File: src/hdl/servo_reply_frame_receiver_macros.svh
// ---------------------------------------------------------------------------
// Assertion macros for the servo reply frame receiver
// Implication checks sampled on clk, disabled while rst is high.
// ---------------------------------------------------------------------------
`ifndef SERVO_REPLY_FRAME_RECEIVER_MACROS_SVH
`define SERVO_REPLY_FRAME_RECEIVER_MACROS_SVH

// same-cycle implication
`define SRFR_ASSERT_IMP(lbl, ante, cons, msg) \
  lbl: assert property (@(posedge clk) disable iff (rst) (ante) |-> (cons)) else $error(msg);

// next-cycle implication
`define SRFR_ASSERT_NXT(lbl, ante, cons, msg) \
  lbl: assert property (@(posedge clk) disable iff (rst) (ante) |=> (cons)) else $error(msg);

`endif

File: src/hdl/srfr_pkg.sv
// ---------------------------------------------------------------------------
// srfr_pkg
// Shared codes and types of the servo reply frame receiver.
// ---------------------------------------------------------------------------
package srfr_pkg;

  localparam int unsigned IDX_W = 6;

  localparam logic [7:0] HDR_BYTE = 8'h55;
  localparam logic [7:0] MIN_LEN  = 8'd3;

  localparam logic [1:0] KIND_PAYLOAD  = 2'd0;
  localparam logic [1:0] KIND_CSUM_ERR = 2'd1;
  localparam logic [1:0] KIND_LEN_ERR  = 2'd2;

  // controller -> datapath
  typedef struct packed {
    logic accept;       // input transfer this cycle
    logic drain_start;  // good checksum taken, rewind the read counter
    logic load;         // move one buffered payload byte to the output
  } srfr_cmd_t;

  // datapath -> controller
  typedef struct packed {
    logic frame_ok;     // current byte is a matching checksum
    logic out_free;     // output register can take a result
    logic run_last;     // read counter is on the last payload byte
  } srfr_stat_t;

  typedef struct packed {
    logic [1:0]       kind;
    logic [7:0]       id;
    logic [7:0]       data;
    logic [IDX_W-1:0] idx;
    logic             last;
  } srfr_result_t;

endpackage

File: src/hdl/srfr_ctrl.sv
// ---------------------------------------------------------------------------
// srfr_ctrl
// Receive / drain sequencer of the servo reply frame receiver.
// ---------------------------------------------------------------------------
module srfr_ctrl (
  input  logic                 clk,
  input  logic                 rst,
  input  logic                 in_valid,
  output logic                 in_ready,
  input  srfr_pkg::srfr_stat_t stat,
  output srfr_pkg::srfr_cmd_t  cmd
);
  import srfr_pkg::*;

  localparam logic [1:0] ST_RX   = 2'd0;  // taking bytes
  localparam logic [1:0] ST_RD   = 2'd1;  // first buffer read in flight
  localparam logic [1:0] ST_LOAD = 2'd2;  // streaming payload out

  logic [1:0] state;
  logic [1:0] state_next;

  assign in_ready        = (state == ST_RX) && stat.out_free;
  assign cmd.accept      = in_valid && in_ready;
  assign cmd.drain_start = cmd.accept && stat.frame_ok;
  assign cmd.load        = (state == ST_LOAD) && stat.out_free;

  always_comb begin
    state_next = state;
    unique case (state)
      ST_RX: begin
        if (cmd.drain_start) state_next = ST_RD;
      end
      ST_RD: begin
        state_next = ST_LOAD;
      end
      ST_LOAD: begin
        if (cmd.load && stat.run_last) state_next = ST_RX;
      end
      default: begin
        state_next = ST_RX;
      end
    endcase
  end

  always_ff @(posedge clk) begin
    if (rst) begin
      state <= ST_RX;
    end else begin
      state <= state_next;
    end
  end

endmodule

File: src/hdl/srfr_datapath.sv
// ---------------------------------------------------------------------------
// srfr_datapath
// Frame tracking registers, payload buffer, checksum and output register.
// ---------------------------------------------------------------------------
module srfr_datapath #(
  parameter int unsigned BUF_BYTES = 32
) (
  input  logic                   clk,
  input  logic                   rst,
  input  logic [7:0]             rx_byte,
  input  srfr_pkg::srfr_cmd_t    cmd,
  output srfr_pkg::srfr_stat_t   stat,
  input  logic                   out_ready,
  output logic                   out_valid,
  output srfr_pkg::srfr_result_t out_result
);
  import srfr_pkg::*;

  localparam int unsigned AW      = (BUF_BYTES > 1) ? $clog2(BUF_BYTES) : 1;
  localparam logic [7:0]  MAX_LEN = 8'(BUF_BYTES - 3);

  logic             header_seen;
  logic             in_frame;
  logic [IDX_W-1:0] byte_position;
  logic [7:0]       frame_length;
  logic [7:0]       running_sum;
  logic [7:0]       frame_id;
  logic [IDX_W-1:0] rd_cnt;
  logic [IDX_W-1:0] rd_cnt_next;
  logic [7:0]       rd_data;
  logic [7:0]       payload_store [BUF_BYTES];

  logic             at_id, at_len, in_body, at_csum;
  logic             len_short, len_long, csum_ok;
  logic             err_len, err_csum, load_any;
  logic [IDX_W-1:0] rd_addr_full;
  logic [7:0]       pos_ext;

  assign pos_ext   = 8'(byte_position);
  assign at_id     = in_frame && (byte_position == IDX_W'(2));
  assign at_len    = in_frame && (byte_position == IDX_W'(3));
  assign in_body   = in_frame && !at_id && !at_len && (pos_ext < (frame_length + 8'd2));
  assign at_csum   = in_frame && !at_id && !at_len && !in_body;
  assign len_short = rx_byte < MIN_LEN;
  assign len_long  = rx_byte > MAX_LEN;
  assign csum_ok   = at_csum && (rx_byte == ~running_sum);

  assign err_len  = cmd.accept && at_len && !len_short && len_long;
  assign err_csum = cmd.accept && at_csum && !csum_ok;
  assign load_any = cmd.load || err_len || err_csum;

  assign stat.frame_ok = csum_ok;
  assign stat.out_free = !out_valid || out_ready;
  assign stat.run_last = (8'(rd_cnt) + 8'd3) == frame_length;

  // prefetch: buffer is read at the index the counter takes next
  always_comb begin
    if (cmd.drain_start) begin
      rd_cnt_next = '0;
    end else if (cmd.load) begin
      rd_cnt_next = rd_cnt + IDX_W'(1);
    end else begin
      rd_cnt_next = rd_cnt;
    end
  end

  assign rd_addr_full = rd_cnt_next + IDX_W'(4);

  // payload buffer: written by frame position, read at run index + 4
  always_ff @(posedge clk) begin
    if (cmd.accept && in_body) begin
      payload_store[byte_position[AW-1:0]] <= rx_byte;
    end
    rd_data <= payload_store[rd_addr_full[AW-1:0]];
  end

  // frame tracking
  always_ff @(posedge clk) begin
    if (rst) begin
      header_seen   <= 1'b0;
      in_frame      <= 1'b0;
      byte_position <= '0;
      frame_length  <= 8'd2;
      running_sum   <= '0;
      frame_id      <= '0;
    end else if (cmd.accept) begin
      if (!in_frame) begin
        if (rx_byte == HDR_BYTE) begin
          if (header_seen) begin
            header_seen   <= 1'b0;
            in_frame      <= 1'b1;
            byte_position <= IDX_W'(2);
            frame_length  <= 8'd2;
            running_sum   <= '0;
          end else begin
            header_seen <= 1'b1;
          end
        end else begin
          header_seen <= 1'b0;
        end
      end else if (at_id) begin
        frame_id      <= rx_byte;
        running_sum   <= rx_byte;
        byte_position <= IDX_W'(3);
      end else if (at_len) begin
        if (len_short || len_long) begin
          in_frame      <= 1'b0;
          byte_position <= '0;
        end else begin
          frame_length  <= rx_byte;
          running_sum   <= running_sum + rx_byte;
          byte_position <= IDX_W'(4);
        end
      end else if (in_body) begin
        running_sum   <= running_sum + rx_byte;
        byte_position <= byte_position + IDX_W'(1);
      end else begin
        // checksum byte ends the frame either way
        in_frame      <= 1'b0;
        byte_position <= '0;
      end
    end
  end

  // run read counter
  always_ff @(posedge clk) begin
    if (rst) begin
      rd_cnt <= '0;
    end else begin
      rd_cnt <= rd_cnt_next;
    end
  end

  // output register
  always_ff @(posedge clk) begin
    if (rst) begin
      out_valid <= 1'b0;
    end else if (load_any) begin
      out_valid <= 1'b1;
    end else if (out_ready) begin
      out_valid <= 1'b0;
    end
  end

  always_ff @(posedge clk) begin
    if (load_any) begin
      out_result.id <= frame_id;
      if (cmd.load) begin
        out_result.kind <= KIND_PAYLOAD;
        out_result.data <= rd_data;
        out_result.idx  <= rd_cnt;
        out_result.last <= stat.run_last;
      end else begin
        out_result.kind <= err_len ? KIND_LEN_ERR : KIND_CSUM_ERR;
        out_result.data <= '0;
        out_result.idx  <= '0;
        out_result.last <= 1'b1;
      end
    end
  end

endmodule

File: src/hdl/servo_reply_frame_receiver.sv
// An error result is registered at the edge that takes its byte and shows next cycle.
// After a good checksum the run passes the read and load states, then 1 byte per cycle while taken.
// Throughput: 1 received byte per cycle while the output is free; a good checksum pauses input
// for a read setup state and a load per payload byte (one buffer read port, one output register).
// Reset (rst, synchronous): hunting restarts and the output empties; buffer contents are kept.
// ---------------------------------------------------------------------------
// servo_reply_frame_receiver
// Deframes serial servo replies (0x55 0x55 id len cmd params csum), checks
// the inverted-sum checksum and streams the cmd/param bytes or an error.
// ---------------------------------------------------------------------------
`include "servo_reply_frame_receiver_macros.svh"

module servo_reply_frame_receiver #(
  parameter int unsigned BUF_BYTES = 32   // payload buffer depth, 8..64
) (
  input  logic        clk,
  input  logic        rst,
  // received bytes
  input  logic        s_axis_tvalid,
  output logic        s_axis_tready,
  input  logic [7:0]  s_axis_tdata,   // [7:0] rx_byte
  // results
  output logic        m_axis_tvalid,
  input  logic        m_axis_tready,
  output logic [23:0] m_axis_tdata,   // [7:0] servo_id, [15:8] data_byte,
                                      // [21:16] byte_index, [23:22] zero
  output logic        m_axis_tlast,   // last result of a run
  output logic [1:0]  m_axis_tuser    // [1:0] result_kind
);
  import srfr_pkg::*;

  srfr_cmd_t    cmd;
  srfr_stat_t   stat;
  srfr_result_t res;

  // sequencer: receive mode or draining a buffered payload run
  srfr_ctrl u_ctrl (
    .clk      (clk),
    .rst      (rst),
    .in_valid (s_axis_tvalid),
    .in_ready (s_axis_tready),
    .stat     (stat),
    .cmd      (cmd)
  );

  // frame registers, checksum, buffer and output register
  srfr_datapath #(
    .BUF_BYTES (BUF_BYTES)
  ) u_datapath (
    .clk        (clk),
    .rst        (rst),
    .rx_byte    (s_axis_tdata),
    .cmd        (cmd),
    .stat       (stat),
    .out_ready  (m_axis_tready),
    .out_valid  (m_axis_tvalid),
    .out_result (res)
  );

  assign m_axis_tdata = {2'b00, res.idx, res.data, res.id};
  assign m_axis_tlast = res.last;
  assign m_axis_tuser = res.kind;

  // error results are single-transfer runs with cleared payload fields
  `SRFR_ASSERT_IMP(a_err_shape, m_axis_tvalid && (m_axis_tuser != KIND_PAYLOAD), m_axis_tlast && (res.data == 8'd0) && (res.idx == '0), "error result with payload fields set")
  // never take a byte while a waiting result cannot move
  `SRFR_ASSERT_IMP(a_no_overrun, s_axis_tready, !m_axis_tvalid || m_axis_tready, "input taken while output stalled")
  // mid-run, input stays closed
  `SRFR_ASSERT_IMP(a_run_blocks, m_axis_tvalid && (m_axis_tuser == KIND_PAYLOAD) && !m_axis_tlast, !s_axis_tready, "input opened inside a payload run")

endmodule

File: config.mk
export PLATFORM = sky130hd
export DESIGN_NAME = servo_reply_frame_receiver
export DESIGN_NICKNAME = d
export VERILOG_FILES = /design/src/hdl/srfr_pkg.sv /design/src/hdl/srfr_ctrl.sv /design/src/hdl/srfr_datapath.sv /design/src/hdl/servo_reply_frame_receiver.sv
export VERILOG_INCLUDE_DIRS = /design/src /design/src/hdl
export SDC_FILE = /design/constraint.sdc
export NUM_CORES = 1
export LEC_CHECK = 0
export BUFFER_PORTS_ARGS = -buffer_cell sky130_fd_sc_hd__buf_2
export CAP_MARGIN = 40
export CORE_ASPECT_RATIO = 0.6
export CORE_UTILIZATION = 30
export DETAILED_ROUTE_END_ITERATION = 8
export SLEW_MARGIN = 20
export SYNTH_ARGS = -nofsm -noshare
export SYNTH_HDL_FRONTEND = slang
export SYNTH_HIERARCHICAL = 1
export SYNTH_SLANG_ARGS = --single-unit
File: constraint.sdc
create_clock -name clk -period 3.73 [get_ports clk]
set_input_delay 0.1865 -clock clk [delete_from_list [all_inputs] [get_ports clk]]
set_output_delay 0.1865 -clock clk [all_outputs]
set_load 0.03 [all_outputs]
## Word-level counts from Yosys, hierarchy flattened

Memories as Yosys holds them, arrays and structs flattened. A register that Yosys moved wholly into a read port is not among the register bits.
Cells that the tools add are included.

| word-level totals | value |
|---|---|
| bits in registers | 66 |
| memory bits (writable) | 256 |
| output and inout port bits | 29 |
| memories kept | 1 |

Memories:

| memory | words | width | rd ports | clocked after memory_dff | wr ports | line | source |
|---|---|---|---|---|---|---|---|
| u_datapath.payload_store | 32 | 8 | 1 | 1 | 1 | srfr_datapath.sv:31 | `logic [7:0] payload_store [BUF_BYTES];` |

| cells by class | value |
|---|---|
| add/subtract/negate cells | 6 |
| $lt $le $gt $ge | 3 |
| eq/ne operators | 14 |
| multiplexer cells | 39 |
| bitwise gates (word level) | 2 |
| reduce and logical (&&, ||, !) cells | 38 |

Operators by type and width:

| kind | count |
|---|---|
| $mux 8 | 13 |
| $mux 6 | 8 |
| $logic_and 1x1->1 | 18 |
| $eq 8x8->1 | 2 |
| $mux 1 | 13 |
| $add 6x1->6 const B | 2 |
| $eq 6x2->1 const B | 2 |
| $ne 2x2->1 const B | 5 |
| $add 8x2->8 const B | 1 |
| $add 8x8->8 | 1 |
| $eq 8x7->1 const B | 1 |
| $gt 8x5->1 const B | 1 |
| $lt 6x8->1 | 1 |
| $lt 8x2->1 const B | 1 |
| $ne 4x4->1 const B | 2 |
| $not 8->8 | 1 |
| $add 6x2->7 const B | 1 |
| $logic_not 1->1 | 6 |
| $mux 2 | 3 |
| $pmux 2 s3 | 1 |
| $reduce_and 3->1 | 2 |
| $reduce_and 6->1 | 1 |
| $reduce_bool 2->1 | 3 |
| $add 5x3->5 const B | 1 |
| 8 further kinds | 12 |

## Depth between registers and ports, before layout

Gate-level depths: netlist of run 1.

| logic depth | value |
|---|---|
| depth after elaboration | 13 |
| gate-level depth with buffers | 21 |
| gate-level depth less buffers | 18 |

## By module

Netlist of run 1, hierarchy kept.

Modules (own cells, without submodules):

| module | times used | cells each | area each (um^2) | seq. area each (um^2) |
|---|---|---|---|---|
| srfr_datapath | 1 | 1157 | 14586.5 | 9379.0 |
| srfr_ctrl | 1 | 13 | 108.9 | 40.0 |
| servo_reply_frame_receiver | 1 | 3 | 18.8 | 0.0 |

## Worst setup path before layout of run 1

OpenSTA, ideal clock, no wires.

| timing path | value |
|---|---|
| path type | reg2reg |
| start | register u_datapath.frame_length[1] |
| end | register u_datapath.rd_data[5], read port of u_datapath.payload_store |
| library setup time | 74 ps |
| data arrival time | 4028 ps |
| data required time | 3656 ps |
| slack | -372 ps |
| stages on the path, launching flop included | 20 |
| buffers on the path | 4 |
| path through | dfxtp_1 ha_1 nand3_1 xor2_1 ha_1 o21a_1 o21a_1 a311oi_1 nor3_1 buf_4 and4_4 buf_2 or2_2 buf_2 clkinv_1 ha_1 clkbuf_1 nor3_1 o22ai_1 a31oi_1 |

RTL lines:

| element | line | source |
|---|---|---|
| start, declared | srfr_datapath.sv:25 | `logic [7:0] frame_length;` |
| start signal, assigned | srfr_datapath.sv:110 | `frame_length <= rx_byte;` |
| end, declared | srfr_datapath.sv:30 | `logic [7:0] rd_data;` |

==> metrics.md, run 1 <==
| Metric | Value |
|---|---|
| CTS clk-pin slew, worst paths | 0.07 ns |
| Sink Count | 330 |
| Critical path class | flop to flop |
| Fillcell total | 4624 |
| Area taken by multi-input logic gates | 5020 µm² |
| First-pass GRT wire length | 62.4 mm |
| Setup violators final | 0 |
| Max transition margin | 48.6% |
| Least-Margin Pin Slew | 0.771 ns |
| Die Ht | 174 µm |
| Worst path cell trace | buf_6, nand3_1, xor2_1, ha_1, o21a_1, buf_4, a311oi_2, nor3_1, and4_4, or2_2, clkinv_2, ha_4, buf_6, clkinvlp_4, buf_12, o2111ai_1, nand2_1, o22ai_1, a31oi_1 |
| WP data arrival | 4.13 ns |
| Largest area contributor in the netlist | edfxtp_1 |
| CTS tree | built |
| Status | finished clean |
| Die X | 288 µm |
| Number of DRC markers in iteration 0 | 1272 |
| Post-synth ARST share | 0% |
| Slew Limit Fails | 0 |
| FMAX | 274 MHz |
| Crit-path leading delay family | compound AO/OA/AOI/OAI gates |
| Fin util | 36.4% |
| Yosys cell types | 73 |
| CP dominant cell by count | buf_6 |
| Minimum clock period | 3.65 ns |
| Mapped Cells | 1173 |
| Final period util | 97.7% |
| Crit path depth | 19 |
| Synth top area cells | edfxtp_1 (57%), dfxtp_1 (6.7%), o21ai_0 (4.6%), nand2_1 (2.9%), mux4_2 (2.4%) |
| Main synth FF type | edfxtp_1 |
| Core area | 48100 µm² |
| Max-Cap Viols | 0 |
| Via count | 10600 |
| Final wirelength | 42.4 mm |
| Drt drc | 0 |
| Pwr/cell area | 408 nW/µm² |
| Share of layout cells above drive strength 1 | 20.2% |
| Post-DP HPWL | 26.6 mm |
| CP max-delay cell | dfxtp_4 |
| Initial antenna violation count | 4 |
| Sequential area share after synthesis | 64.0% |
| Largest net degree at the start of global routing | 81 |
| Hold buffer count at CTS | 0 |
| Synthesized cell area | 14700 µm² |
| Routed Antenna Nets | 0 |
| Final Hold Viols | 0 |
| R2r worst-path depth | 19 |
| Flops & latches, synth | 330 |
| Overall power | 7.14 mW |
| Finished Layout Cells | 1930 |
| Yosys top cell area share | 57.3% |
| Post-Route Skew | 0.0189 ns |
| CP peak stage delay | 0.37 ns |
| H-tree depth | 1 |
| Ports | 41 |
| Final nets | 1300 |
| Register area | 9430 µm² |
| Rows | 62 |
| HP Class | primary input to flop |
| DP Cell Count | 1865 |
| Die area | 50000 µm² |
| Effective utilization at floorplan | 30.6% |
| First drt pass iteration count | 6 |
| Critical-path maximum fanout | 11 |
| PortBufs | 38 |
| Routed WL per cell | 22.0 µm |
| Pleak | 5.76 nW |
| Via/cell ratio | 5.48 |
| Tot GR Track Use | 16.5% |
| Most frequent cell after synthesis | edfxtp_1 |
| YS warnings | 6 |
| Data required time at the worst endpoint | 4.22 ns |
| Root Driver | clkbuf_16 |
| Crit path buf inv count | 6 |
| Startpoint type of the worst setup path | flop |
| Vias in the first global route | 10000 |
| CTS Buf Count | 29 |
| Layout Area Growth over Synthesis | 18.9% |
| Hold path cells | 2 |
| Number of inserted diodes | 0 |
| Syn_area_per_cell | 12.5 µm² |
| Worst Setup End Kind | flop |
| VDD IR max | 0.296 mV |
| EDFF count, synth | 281 |
| Post-synth top cells | edfxtp_1 (281), o21ai_0 (134), nand2_1 (112) |
| Skew-Pair Late Insertion Delay | 0.57 ns |
| Remaining Overflow, GRT | 0 |
| Placer congestion estimate | 0.892 |
| Longest Clk Path Bufs | 3 |
[cells by family (layout without fill, tap and decap cells)]
family	count (synthesis)	count (layout)	synth area share, %
simple gates	315	315	10.3
compound gates	348	348	15.5
fa+ha+maj	21	21	1.84
xor+xnor	19	19	1.13
mux	37	37	3.88
flops	330	330	64.0
buf+inv	102	218	3.30
other cells	1	2	0.0255
[where the power goes]
group / switching, mW / leakage, nW / total (mW) / internal (mW)
combinational: 0.0989 / 2.34 / 0.122 / 0.0232
clock: 1.36 / 0.471 / 3.03 / 1.67
sequential: 0.0000131 / 2.95 / 3.99 / 3.99
total: 1.46 / 5.76 / 7.14 / 5.68
[repair_timing]
item	CTS	global route
pin swaps	6	10
buffers inserted	1	4
cloned	2	3
setup endpoints to repair	8	8
resized for setup	9	32
[through the flow]
| step | cell area (µm²) | TNS (ns) | setup slack, ns | hold WS, ns |
|---|---|---|---|---|
| after global routing | 17500 | -0.000699 | -0.000699 | 0.00506 |
| after detailed placement | 16200 | -0.878 | -0.239 | 0.417 |
| after CTS | 17200 | 0 | 0.0157 | 0.117 |
| after global placement | 16200 | -0.602 | -0.203 | 0.417 |
| after floorplan | 14800 | 0 | 0.00755 | 0.256 |
| final | 17500 | 0 | 0.0849 | 0.00913 |
[area by class of cell]
type / count / share of cell area (%)
Inverter: 17 / 0.393
Clock inverter: 11 / 0.515
Timing Repair Buffer: 147 / 6.98
Sequential cell: 330 / 53.9
Tap cell: 640 / 4.58
Clock buffer: 43 / 4.92
Multi-Input combinational cell: 742 / 28.7
[worst paths after layout]
| check | start | endpoint | slack (ns) |
|---|---|---|---|
| max | u_datapath/frame_length[1]$_SDFFE_PP1P_ | u_datapath/rd_data[0]$_DFF_P_ | 0.08 |
| min | rst | u_datapath/rd_cnt[0]$_SDFF_PP0_ | 0.009 |
| max reg2reg | u_datapath/frame_length[1]$_SDFFE_PP1P_ | u_datapath/rd_data[0]$_DFF_P_ | 0.08 |
| min reg2reg | u_datapath/frame_id[1]$_SDFFE_PP0P_ | u_datapath/out_result[16]$_DFFE_PP_ | 0.43 |
[per-layer routing]
layer | wire [µm] | up-vias | GRT usage, %
met2 | 17000 | 481 | 22.3
met1 | 20100 | 5331 | 25.5
li1 | - | 4716 | -
met4 | 567 | 4 | 2.51
met5 | 46 | - | 1.15
met3 | 4660 | 54 | 5.38
[flip-flops by register name, indices dropped and copies added, names as in the netlist]
register and cells:
u_datapath/rd_cnt 6, u_datapath/frame_id 8, u_ctrl/state 2, u_datapath/payload_store 256
u_datapath/header_seen 1, u_datapath/out_valid 1, u_datapath/in_frame 1, u_datapath/running_sum 8
u_datapath/rd_data 8, u_datapath/out_result 25, u_datapath/byte_position 6, u_datapath/frame_length 8
[worst reg2reg max path, stage by stage (launching register included)]
cell and delay [ns]:
dfxtp_4 0.37, buf_6 0.11, nand3_1 0.07, xor2_1 0.16, ha_1 0.28, o21a_1 0.18, buf_4 0.14, a311oi_2 0.27
nor3_1 0.09, and4_4 0.20, or2_2 0.33, clkinv_2 0.08, ha_4 0.21, buf_6 0.15, clkinvlp_4 0.17, buf_12 0.17
o2111ai_1 0.20, nand2_1 0.13, o22ai_1 0.08, a31oi_1 0.21
[placed cells by master (no fill, tap or decap), drive strengths merged, types with 5 or more instances in the layout]
cell,n
nand2,112
nand2b,15
edfxtp,281
mux2i,21
o2111ai,8
o211ai,40
a211oi,8
and3,7
buf,143
nor2b,10
nand3b,6
xor2,13
a221oi,33
nand3,22
o21ai,136
xnor2,6
a31oi,18
ha,20
a21oi,39
nor3,18
nor2,77
a32o,7
and2,22
dfxtp,49
o221ai,15
inv,16
o22ai,10
clkinv,9
a311oi,9
clkbuf,46
nand4,5
mux4,16
No activity file was read; power rests on OpenSTA's default activity.
==> run 2: changes to the inputs <==
--- a/config.mk
+++ b/config.mk
@@ -9,7 +9,7 @@
 export BUFFER_PORTS_ARGS = -buffer_cell sky130_fd_sc_hd__buf_2
 export CAP_MARGIN = 40
 export CORE_ASPECT_RATIO = 0.6
-export CORE_UTILIZATION = 30
+export CORE_UTILIZATION = 41
 export DETAILED_ROUTE_END_ITERATION = 8
 export SLEW_MARGIN = 20
 export SYNTH_ARGS = -nofsm -noshare
==> metrics.md, run 2 (synthesized netlist as in run 1, its figures left out) <==
| Metric | Value |
|---|---|
| Reg2Reg Setup Slack | 0.17 ns |
| WP data arrival | 4.09 ns |
| Via count | 10700 |
| Via/cell ratio | 6.05 |
| Minimum clock period | 3.56 ns |
| Drt drc | 0 |
| Fillcell total | 3056 |
| Routed Antenna Nets | 0 |
| Vias in the first global route | 9841 |
| Worst Setup End Kind | flop |
| Worst path cell trace | inv_1, ha_1, or2_2, a21oi_2, o31ai_1, nor3_1, and4_4, or2_4, clkinv_2, ha_4, nand2_1, nor2_1, buf_4, o221ai_1, o211ai_1, o21ai_1, a31oi_1 |
| CP Launch Point | u_datapath/byte_position[0]$_SDFFE_PP0P_ |
| CTS Buf Count | 31 |
| First-pass GRT wire length | 64.4 mm |
| Root Driver | clkbuf_16 |
| Pwr/cell area | 434 nW/µm² |
| HP Class | primary input to flop |
| Reg2reg end | u_datapath/rd_data[0]$_DFF_P_ |
| Largest net degree at the start of global routing | 51 |
| Die area | 36700 µm² |
| Crit path depth | 17 |
| Status | finished clean |
| Post-DP HPWL | 28.4 mm |
| FMAX | 281 MHz |
| Ports | 41 |
| Pleak | 5.80 nW |
| Remaining Overflow, GRT | 0 |
| Final period util | 95.4% |
| Final nets | 1302 |
| Final wirelength | 43.6 mm |
| Commonest cells after routing, fill and taps aside | edfxtp_1 (281), o21ai_0 (122), nand2_1 (111) |
| First drt pass iteration count | 5 |
| CTS tree | built |
| Setup violators final | 0 |
| Longest Clk Path Bufs | 3 |
| Die X | 247 µm |
| CTS clk-pin slew, worst paths | 0.07 ns |
| Least-Margin Pin Slew | 0.823 ns |
| RR Startpoint | u_datapath/byte_position[0]$_SDFFE_PP0P_ |
| Crit-path leading delay family | compound AO/OA/AOI/OAI gates |
| RSZ-0062 raised after global routing | true |
| Rows | 53 |
| Skew-Pair Late Insertion Delay | 0.61 ns |
| Sink Count | 330 |
| Data required time at the worst endpoint | 4.26 ns |
| CP peak stage delay | 0.35 ns |
| Core area | 35100 µm² |
| PortBufs | 38 |
| Tot GR Track Use | 23.8% |
| Startpoint type of the worst setup path | flop |
| Layout Area Growth over Synthesis | 17.3% |
| Max reg flops | 256 |
| R2r worst-path depth | 17 |
| Post-Route Skew | 0.0303 ns |
| Overall power | 7.49 mW |
| Max transition margin | 45.0% |
| CP max-delay cell | dfxtp_1 |
| Crit path buf inv count | 3 |
| VDD IR max | 0.432 mV |
| Routed WL per cell | 24.8 µm |
| Max-Cap Viols | 0 |
| Slew Limit Fails | 0 |
| Critical-path maximum fanout | 7 |
| Setup TNS | 0 ns |
| Placer congestion estimate | 0.868 |
| Die Ht | 149 µm |
| Commonest non-fill, non-tap cell in the layout | edfxtp_1 |
| Share of layout cells above drive strength 1 | 19.8% |
| Worst setup path endpoint | u_datapath/rd_data[0]$_DFF_P_ |
| H-tree depth | 1 |
| Number of DRC markers in iteration 0 | 1262 |
| Area taken by multi-input logic gates | 4940 µm² |
| Initial antenna violation count | 1 |
| Final Hold Viols | 0 |
| Effective utilization at floorplan | 41.9% |
| Register area | 9430 µm² |
| Critical path class | flop to flop |
[run 2: cell count changes in the layout (fill, tap and decap cells not counted), moves of 3 or more]
cell	delta
a311oi_2	-3
clkbuf_1	-5
bufinv_16	+3
o21ai_1	+6
a311oi_1	+5
clkinv_1	+3
a21oi_2	-4
o21ai_0	-6
a21oi_1	+6
[run 2: worst min-delay path by stage]
stage                                             start                                   to  cells after the start
global placement    u_datapath/frame_id[5]$_SDFFE_PP0P_  u_datapath/out_result[20]$_DFFE_PP_                      0
finish                                    m_axis_tready    u_datapath/out_valid$_SDFFE_PP0P_                      3
CTS                                       m_axis_tready    u_datapath/out_valid$_SDFFE_PP0P_                      3
detailed placement  u_datapath/frame_id[2]$_SDFFE_PP0P_  u_datapath/out_result[17]$_DFFE_PP_                      0
global route                              m_axis_tready    u_datapath/out_valid$_SDFFE_PP0P_                      3
floorplan                                           rst         u_ctrl/state[1]$_SDFFE_PP0P_                      1
[run 2: layer usage]
layer / GRT usage, % / wire (µm) / part of all wire [%]
met2: 30.8 / 17000 / 39
met4: 4.04 / 638 / 1.5
met5: 0 / 0 / 0
met3: 6.75 / 5380 / 12
met1: 38.8 / 20600 / 47
[run 2: timing repair]
action / in CTS / in global routing
cloned: 1 / 1
pin swaps: 2 / 17
hold buffers: 0 / 1
buffers inserted: 2 / 5
endpoints found under the setup margin: 6 / 8
resized for setup: 6 / 29
hold endpoints to repair: 0 / 2
[run 2: power by group]
| part | total [mW] | leakage [nW] | switching, mW | internal [mW] |
|---|---|---|---|---|
| sequential | 3.99 | 2.95 | 0.0000130 | 3.99 |
| clock | 3.37 | 0.537 | 1.44 | 1.93 |
| combinational | 0.129 | 2.31 | 0.106 | 0.0237 |
[run 2: area by class of cell]
| class | instances | area share, % |
|---|---|---|
| sequential | 330 | 54.6 |
| multi-input combinational | 742 | 28.6 |
| timing repair buffer | 147 | 6.72 |
| clock buffer | 39 | 5.02 |
| tap | 467 | 3.38 |
| clock inverter | 19 | 1.25 |
| inverter | 17 | 0.377 |
| antenna | 1 | 0.0145 |
[run 2: per-stage QoR]
stage	std cells	hold slack (ns)	cell area, µm²	worst slack [ns]	util (%)
6_report	1762	0.0713	17300	0.170	49.1
5_1_grt	1761	0.0991	17300	-0.0157	49.1
4_1_cts	1753	0.0480	17100	-0.00000178	48.6
3_5_place_dp	1692	0.417	16000	-0.0327	45.4
3_3_place_gp	1692	0.414	16000	0.0868	45.4
2_1_floorplan	1174	0.256	14800	0.00755	-
[run 2: worst min-delay path: cells and delay by family]
family	cells	cell delay [ns]
compound gates	1	0.11
buf+inv	1	0.07
simple gates	1	0.23
